$ cat src/rtl/core/rsadlm_pkg.sv
// Shared types and constants for the RSA decrypt letter map block.
`timescale 1ns / 1ps
package rsadlm_pkg;
    localparam logic [7:0] LETTER_BASE = 8'd65;
    localparam logic [7:0] SPACE_CODE  = 8'd32;
    localparam int unsigned SPACE_VALUE = 28;

    localparam logic [1:0] REG_MODULUS  = 2'd0;
    localparam logic [1:0] REG_EXPONENT = 2'd1;
    localparam logic [1:0] REG_OFFSET   = 2'd2;

    typedef enum logic [2:0] {
        t_ST_IDLE,
        t_ST_REDUCE,
        t_ST_SQUARE,
        t_ST_MULT,
        t_ST_DONE
    } t_state;

    // Control from the sequencer to the multiplier chain.
    typedef struct packed {
        logic start;
        logic busy;
    } t_mul_ctrl;
endpackage

$ cat src/rtl/core/rsadlm_cell.sv
// One cell of the modular multiplier chain: double-and-add step with reduction.
`timescale 1ns / 1ps
module rsadlm_cell
    import rsadlm_pkg::*;
#(
    parameter int WIDTH = 16
) (
    input  logic             i_clk,
    input  logic             i_rst_n,
    input  logic             i_valid,
    input  logic [WIDTH-1:0] i_acc,
    input  logic             i_bit,
    input  logic [WIDTH-1:0] i_a,
    input  logic [WIDTH-1:0] i_m,
    output logic             o_valid,
    output logic [WIDTH-1:0] o_acc
);
    logic [WIDTH:0]   w_dbl;
    logic [WIDTH-1:0] w_r1;
    logic [WIDTH:0]   w_add;
    logic [WIDTH-1:0] n_acc;
    logic             r_valid;
    logic [WIDTH-1:0] r_acc;

    // Double then conditionally add, each reduced once below m.
    always_comb begin
        w_dbl = {i_acc, 1'b0};
        w_r1  = (w_dbl >= {1'b0, i_m}) ? WIDTH'(w_dbl - {1'b0, i_m}) : w_dbl[WIDTH-1:0];
        w_add = {1'b0, w_r1} + {1'b0, i_a};
        if (!i_bit) begin
            n_acc = w_r1;
        end else if (w_add >= {1'b0, i_m}) begin
            n_acc = WIDTH'(w_add - {1'b0, i_m});
        end else begin
            n_acc = w_add[WIDTH-1:0];
        end
    end

    always_ff @(posedge i_clk) begin
        if (!i_rst_n) begin
            r_valid <= 1'b0;
        end else begin
            r_valid <= i_valid;
        end
        r_acc <= n_acc;
    end

    assign o_valid = r_valid;
    assign o_acc   = r_acc;
endmodule

$ cat src/rtl/core/rsadlm_mulchain.sv
// Modular multiplier built as a row of cells, one multiplier bit per cell.
`timescale 1ns / 1ps
module rsadlm_mulchain
    import rsadlm_pkg::*;
#(
    parameter int WIDTH = 16
) (
    input  logic             i_clk,
    input  logic             i_rst_n,
    input  t_mul_ctrl        i_ctrl,
    input  logic [WIDTH-1:0] i_a,
    input  logic [WIDTH-1:0] i_b,
    input  logic [WIDTH-1:0] i_m,
    output logic             o_done,
    output logic [WIDTH-1:0] o_prod
);
    logic [WIDTH:0]   w_valid;
    logic [WIDTH-1:0] w_acc [WIDTH+1];
    logic [WIDTH-1:0] r_a;
    logic [WIDTH-1:0] r_b;
    logic [WIDTH-1:0] r_m;

    // Hold operands for the pass through the chain.
    always_ff @(posedge i_clk) begin
        if (i_ctrl.start) begin
            r_a <= i_a;
            r_b <= i_b;
            r_m <= i_m;
        end
    end

    logic r_go;
    always_ff @(posedge i_clk) begin
        if (!i_rst_n) begin
            r_go <= 1'b0;
        end else begin
            r_go <= i_ctrl.start;
        end
    end

    assign w_valid[0] = r_go;
    assign w_acc[0]   = '0;

    // Cell k handles multiplier bit WIDTH-1-k, most significant first.
    for (genvar k = 0; k < WIDTH; k++) begin : g_cell
        rsadlm_cell #(.WIDTH(WIDTH)) u_cell (
            .i_clk   (i_clk),
            .i_rst_n (i_rst_n),
            .i_valid (w_valid[k]),
            .i_acc   (w_acc[k]),
            .i_bit   (r_b[WIDTH-1-k]),
            .i_a     (r_a),
            .i_m     (r_m),
            .o_valid (w_valid[k+1]),
            .o_acc   (w_acc[k+1])
        );
    end

    assign o_done = w_valid[WIDTH] & i_ctrl.busy;
    assign o_prod = w_acc[WIDTH];
endmodule

$ cat src/rtl/core/rsa_decrypt_letter_map.sv
// Top level: square-and-multiply sequencer around the modular multiplier chain.
//
//  channel   dir  handshake             payload
//  s_axis    in   i_s_axis_tvalid/ready cipher_value
//  m_axis    out  o_m_axis_tvalid/ready plain_value, char_code
//  config    in   i_cfg_we              index, data
//
// Each item reduces the cipher modulo the modulus, then runs WIDTH squarings plus one
// multiplication per set exponent bit, each a pass through the chain, and then loads
// the result; the total time is set by the exponent.
// A zero modulus skips straight to the result. Reset is synchronous and loads
// the register defaults. A stalled result holds in the output register and a
// new item is accepted only once it has been taken.
`timescale 1ns / 1ps
module rsa_decrypt_letter_map
    import rsadlm_pkg::*;
#(
    parameter int WIDTH = 16
) (
    input  logic             i_clk,
    input  logic             i_rst_n,
    input  logic             i_s_axis_tvalid,
    output logic             o_s_axis_tready,
    input  logic [((WIDTH+7)/8)*8-1:0] i_s_axis_tdata, // cipher_value
    output logic             o_m_axis_tvalid,
    input  logic             i_m_axis_tready,
    output logic [((WIDTH+15)/8)*8-1:0] o_m_axis_tdata, // plain_value, char_code
    input  logic             i_cfg_we,
    input  logic [1:0]       i_cfg_index,
    input  logic [WIDTH-1:0] i_cfg_data
);
    localparam int CW = $clog2(WIDTH);
    localparam int OW = ((WIDTH + 15) / 8) * 8;

    logic [WIDTH-1:0] r_mod, r_exp;
    logic [7:0]       r_ofs;
    t_state           r_state, n_state;
    logic [WIDTH-1:0] r_base, r_res, r_rem;
    logic [WIDTH-1:0] r_cin;
    logic [CW-1:0]    r_cnt;
    logic             r_ovalid;
    logic [WIDTH-1:0] r_plain;
    logic [7:0]       r_code;

    t_mul_ctrl        w_ctrl;
    logic             w_done;
    logic [WIDTH-1:0] w_prod;
    logic [WIDTH-1:0] w_ma, w_mb;
    logic             w_acc_in;
    logic             w_last;
    logic [WIDTH:0]   w_rd;
    logic [7:0]       w_code;

    assign w_acc_in = i_s_axis_tvalid & o_s_axis_tready;
    assign w_last   = (r_cnt == CW'(0));

    // Configuration registers.
    always_ff @(posedge i_clk) begin
        if (!i_rst_n) begin
            r_mod <= WIDTH'(55);
            r_exp <= WIDTH'(7);
            r_ofs <= 8'd2;
        end else if (i_cfg_we) begin
            unique case (i_cfg_index)
                REG_MODULUS:  r_mod <= i_cfg_data;
                REG_EXPONENT: r_exp <= i_cfg_data;
                REG_OFFSET:   r_ofs <= i_cfg_data[7:0];
                default: ;
            endcase
        end
    end

    // Next state.
    always_comb begin
        n_state = r_state;
        unique case (r_state)
            t_ST_IDLE:   if (w_acc_in) n_state = t_ST_REDUCE;
            t_ST_REDUCE: if (w_last) n_state = t_ST_SQUARE;
            t_ST_SQUARE: if (w_done) n_state = r_exp[r_cnt] ? t_ST_MULT :
                                     (w_last ? t_ST_DONE : t_ST_SQUARE);
            t_ST_MULT:   if (w_done) n_state = w_last ? t_ST_DONE : t_ST_SQUARE;
            t_ST_DONE:   n_state = t_ST_IDLE;
            default:     n_state = t_ST_IDLE;
        endcase
        if (r_state == t_ST_REDUCE && r_mod == '0) n_state = t_ST_DONE;
    end

    // Multiplier control and operands.
    always_comb begin
        w_ctrl.busy  = (r_state == t_ST_SQUARE) || (r_state == t_ST_MULT);
        w_ctrl.start = ((r_state == t_ST_REDUCE) && w_last && r_mod != '0) ||
                       (w_ctrl.busy && w_done && n_state != t_ST_DONE);
        w_ma = r_res;
        w_mb = r_res;
        if (r_state == t_ST_REDUCE) begin
            w_ma = {{(WIDTH-1){1'b0}}, (r_mod != WIDTH'(1))};
            w_mb = w_ma;
        end else if (w_ctrl.busy && w_done) begin
            w_ma = w_prod;
            w_mb = (r_state == t_ST_SQUARE && r_exp[r_cnt]) ? r_base : w_prod;
        end
    end

    rsadlm_mulchain #(.WIDTH(WIDTH)) u_mul (
        .i_clk   (i_clk),
        .i_rst_n (i_rst_n),
        .i_ctrl  (w_ctrl),
        .i_a     (w_ma),
        .i_b     (w_mb),
        .i_m     (r_mod),
        .o_done  (w_done),
        .o_prod  (w_prod)
    );

    // Restoring remainder step for c mod n, one cipher bit per cycle.
    assign w_rd = {r_rem, r_cin[WIDTH-1]};

    always_ff @(posedge i_clk) begin
        if (!i_rst_n) begin
            r_state <= t_ST_IDLE;
            r_cnt   <= '0;
        end else begin
            r_state <= n_state;
            if (w_acc_in) begin
                r_cnt <= CW'(WIDTH - 1);
            end else if (r_state == t_ST_REDUCE) begin
                r_cnt <= w_last ? CW'(WIDTH - 1) : r_cnt - CW'(1);
            end else if (r_state == t_ST_MULT && w_done) begin
                r_cnt <= r_cnt - CW'(1);
            end else if (r_state == t_ST_SQUARE && w_done && !r_exp[r_cnt]) begin
                r_cnt <= r_cnt - CW'(1);
            end
        end
        if (w_acc_in) begin
            r_cin <= i_s_axis_tdata[WIDTH-1:0];
            r_rem <= '0;
            r_res <= '0;
        end else if (r_state == t_ST_REDUCE) begin
            r_cin <= {r_cin[WIDTH-2:0], 1'b0};
            r_rem <= (w_rd >= {1'b0, r_mod}) ? WIDTH'(w_rd - {1'b0, r_mod}) : w_rd[WIDTH-1:0];
            if (w_last) begin
                r_base <= (w_rd >= {1'b0, r_mod}) ? WIDTH'(w_rd - {1'b0, r_mod})
                                                  : w_rd[WIDTH-1:0];
                r_res  <= w_ma;
            end
        end else if (w_ctrl.busy && w_done) begin
            r_res <= w_prod;
        end
    end

    // Letter code of the final value.
    always_comb begin
        if (r_res == WIDTH'(SPACE_VALUE)) begin
            w_code = SPACE_CODE;
        end else begin
            w_code = r_res[7:0] + LETTER_BASE - r_ofs;
        end
    end

    // Output register: hold until the beat is taken.
    always_ff @(posedge i_clk) begin
        if (!i_rst_n) begin
            r_ovalid <= 1'b0;
        end else if (r_state == t_ST_DONE) begin
            r_ovalid <= 1'b1;
        end else if (i_m_axis_tready) begin
            r_ovalid <= 1'b0;
        end
        if (r_state == t_ST_DONE) begin
            r_plain <= (r_mod == '0) ? '0 : r_res;
            r_code  <= (r_mod == '0) ? (LETTER_BASE - r_ofs) : w_code;
        end
    end

    assign o_s_axis_tready = (r_state == t_ST_IDLE) && !r_ovalid;
    assign o_m_axis_tvalid = r_ovalid;
    assign o_m_axis_tdata  = OW'({r_code, r_plain});

`ifndef NO_ASSERTIONS
    a_one_busy: assert property (@(posedge i_clk) disable iff (!i_rst_n)
        r_ovalid |-> !o_s_axis_tready) else $error("accepted with result pending");
    a_res_lt_mod: assert property (@(posedge i_clk) disable iff (!i_rst_n)
        (w_ctrl.busy && w_done) |-> (w_prod < r_mod)) else $error("product not reduced");
    a_done_out: assert property (@(posedge i_clk) disable iff (!i_rst_n)
        (r_state == t_ST_DONE) |=> r_ovalid) else $error("result lost");
`endif
endmodule
$ cat config.mk
export PLATFORM = sky130hd
export DESIGN_NAME = rsa_decrypt_letter_map
export DESIGN_NICKNAME = d
export VERILOG_FILES = /design/src/rtl/core/rsadlm_pkg.sv /design/src/rtl/core/rsadlm_cell.sv /design/src/rtl/core/rsadlm_mulchain.sv /design/src/rtl/core/rsa_decrypt_letter_map.sv
export SDC_FILE = /design/constraint.sdc
export NUM_CORES = 2
export LEC_CHECK = 0
export BUFFER_PORTS_ARGS = -buffer_cell sky130_fd_sc_hd__buf_4
export CORE_ASPECT_RATIO = 0.75
export CORE_MARGIN = 1.5
export CORE_UTILIZATION = 57
export CTS_CLUSTER_SIZE = 40
export DETAILED_ROUTE_END_ITERATION = 6
export PLACE_DENSITY = 0.73
export SYNTH_ARGS = -nofsm -noshare
export SYNTH_HDL_FRONTEND = slang
export SYNTH_SLANG_ARGS = --single-unit
export TNS_END_PERCENT = 50
$ cat constraint.sdc
create_clock -name i_clk -period 11.3 [get_ports i_clk]
set_input_delay 0.565 -clock i_clk [delete_from_list [all_inputs] [get_ports i_clk]]
set_output_delay 0.565 -clock i_clk [all_outputs]
set_load 0.02 [all_outputs]
==> summary.txt <==
Synth
  • Post-Synth Simple-Gate Area: ~17%
  • Post-synthesis register bit count: roughly 460
  • Mapped Cells: 6706
  • Count leader, synth: ha_1
  • Synthesized-area fraction occupied by adder cells: ~20%
  • Library cells used by synthesis: 107
  • Top cell type's share of synthesized area: between 10% and 20%
  • Synth top cells by count: ha_1 (799), a21oi_1 (637), nor2_1 (547)
  • Sequential area share after synthesis: a little under a fifth
  • Synth async-reset ratio: 0%
  • Post-synthesis mux area share: a little under a tenth
  • Leading area contributor after synthesis: ha_1
  • Number of flops mapped to enable cells by yosys: approximately 100
  • Fraction of synthesized cell area in xor and xnor cells: under 10%
  • Compound-gate portion of the synthesized area: a little under a quarter
  • Synth Cell Area: around 55000 µm²
  • Largest family of logic cells by synthesized area: compound AO/OA/AOI/OAI gates
  • Post-synth top flop: dfxtp_1
  • Synthesis Warnings: 0
  • Main area contributors after synthesis: ha_1 (18%), dfxtp_1 (13%), mux2_2 (6.6%)
  • Syn avg cell area: 8.184 µm²

Place
  • Port Buf Inserts: 64
  • DP HPWL: between 100 and 150 mm
  • Placer congestion estimate: roughly 0.95

CTS
  • Clock sinks: 457
  • Clk_lat worst skew: between 600 and 700 ps
  • CTS resizes: 0
  • CTS buffer count: 55
  • Cts hold-fix bufs: 0
  • Clk root buf: clkbuf_16
  • Setup Buffers After CTS: 0
  • H-tree depth: 2
  • Clock-pin slew of the registers on the worst-case setup and hold paths: about 80 ps
  • Clock buffer depth: 3
  • CTS tree: done

STA
  • Crit share post-route: 78.36%
  • RSZ-0062 raised after global routing: no
  • Fmax achieved: 112.9 MHz
  • Layout Skew: ~70 ps
  • Worst-margin pin slew: between 1000 and 1500 ps
  • Setup_tns: 0 ps
  • Final setup vio count: 0
  • Fin crit period: about 8900 ps
  • Final Hold Fails: 0
  • Max-slew headroom: 16.44%
  • Slew Viols, Final: 0

Routing
  • Vias per inst: 6.456
  • Vias after detailed routing: 52000
  • WL final: 173.0 mm
  • Initial drt markers: 5186
  • DRT antenna net count: 0
  • Avg WL per Cell: around 21 µm
  • DRC viols: 0
  • TritonRoute pass-1 iters: 6

Critical path
  • Cell family with most CP delay: compound AO/OA/AOI/OAI gates
  • Critical path's largest stage delay: approximately 960 ps
  • Critical path buffer and inverter count: 4
  • Crit path required time: roughly 12000 ps
  • Arr. time, crit path: ~9400 ps
  • Endpoint type of the worst setup path: register
  • Slowest cell on the critical path: a311o_1
  • Worst R2R End: u_mul.g_cell[12].u_cell.o_acc[12]
  • Worst-path fanout max: 24
  • R2R setup slack: 2450 ps
  • FF-to-FF path depth: 27
  • Critical path type: register to register
  • Startpoint types: register
  • Worst setup path startpoint: u_mul.r_m[1]
  • Most frequent CP cell: ha_1
  • Reg-to-Reg Start: u_mul.r_m[1]

Floorplanning
  • Chip height: roughly 270 µm
  • Initial Util: roughly 58%
  • Standard-cell row count: just under 100
  • Boundary Pins: 65
  • Die width: 361.3 µm
  • Die area: around 98000 µm²
  • Core ar.: approximately 95000 µm²

Hold path
  • Worst Hold Class: primary input to register
  • Hold path cells: 3
  • Hold Crit Start: i_cfg_data[1]
  • WHS Endpoint: r_exp[1]

Global routing
  • First-pass GRT wire length: around 270 mm
  • Pin count of the biggest net entering global routing: 65
  • Total grt overflow: 0
  • Antenna violations before repair: 3
  • Vias in the first global route: about 47000
  • Total GRT Usage: about a third

Cells and area
  • Area growth, synth to finish: 7.223%
  • Final nets: 7644
  • Layout cell share with drive strength beyond 1: about a tenth

Flow run
  • Max-cap violations: 0

Run status
  • Status: finished, final reports clean
[state kept, by name (all words and copies together), names as in the netlist, 4 cells and up]
name and count:
r_base 16, u_mul.g_cell.u_cell.o_valid 16, u_mul.r_b 16, r_plain 16
u_mul.g_cell.u_cell.o_acc 256, r_cnt 4, r_exp 16, r_cin 16
r_mod 16, u_mul.r_m 16, r_code 8, r_rem 16
r_res 16, r_ofs 8, u_mul.r_a 16
[through the flow]
step	util, %	instance area [µm²]	hold WS (ps)	instances	worst slack [ps]
4_1_cts	61.68	58840	105.0	8052	2604
3_5_place_dp	59.62	56880	419.4	7950	2729
2_1_floorplan	-	54900	411.9	6712	2729
6_report	61.68	58840	125.2	8054	2446
3_3_place_gp	59.62	56880	413.7	7950	2880
5_1_grt	61.68	58840	140.8	8052	1980
[worst min-delay path, cell delays in order]
cell     delay [ps]
buf_4           100
nand2_1          50
nand3_1          70
[cell families after synthesis]
group           after synthesis
other cells                   1
compound gates             1974
mux                         453
xor+xnor                    558
fa+ha+maj                   848
flops                       457
buf+inv                     457
simple gates               1958
[layout make-up]
cell class | instances | area (µm²)
timing repair buffer | 136 | 1021
antenna | 2 | 5.005
fill | 8401 | 36550
clock buffer | 60 | 1415
sequential | 457 | 10190
clock inverter | 42 | 546.8
inverter | 309 | 1164
multi-input combinational | 5798 | 42940
tap | 1250 | 1564
[per-layer routing]
metal  track usage (%)  vias to the layer above  share of wire, %
li1                  -                    24970                 -
met1             50.02                    24420                46
met2             50.04                     2314                41
met3             5.162                      294                10
met4             10.91                        2               3.2
met5                 0                        -            0.0040
[worst max path at each step]
stage	endpoint	slack [ps]	cells past startpoint
after floorplan	u_mul.g_cell[13].u_cell.o_acc[11]	2730	29
after global placement	u_mul.g_cell[12].u_cell.o_acc[13]	2880	27
after detailed placement	u_mul.g_cell[12].u_cell.o_acc[12]	2730	27
after CTS	u_mul.g_cell[12].u_cell.o_acc[12]	2600	27
after global routing	u_mul.g_cell[11].u_cell.o_acc[14]	1980	27
final	u_mul.g_cell[12].u_cell.o_acc[12]	2450	27
[cell usage in the layout (no fill, tap or decap), types with 74 or more instances in the layout]
cell,instances
xnor2_1,399
a31oi_1,82
xor2_1,159
a211oi_1,85
ha_1,799
inv_1,291
edfxtp_1,104
nor3_1,160
dfxtp_1,353
nand2_1,532
o21a_1,130
nor2_1,547
mux2_2,324
a21oi_1,637
o21ai_0,352
mux2i_1,113
a21o_1,182
buf_4,136
nand3_1,152
nand4_1,94
and3_1,74
nor2b_1,81
Power is not shown: default switching activity piles up to over one toggle a cycle in this logic, so the estimate is an artifact.
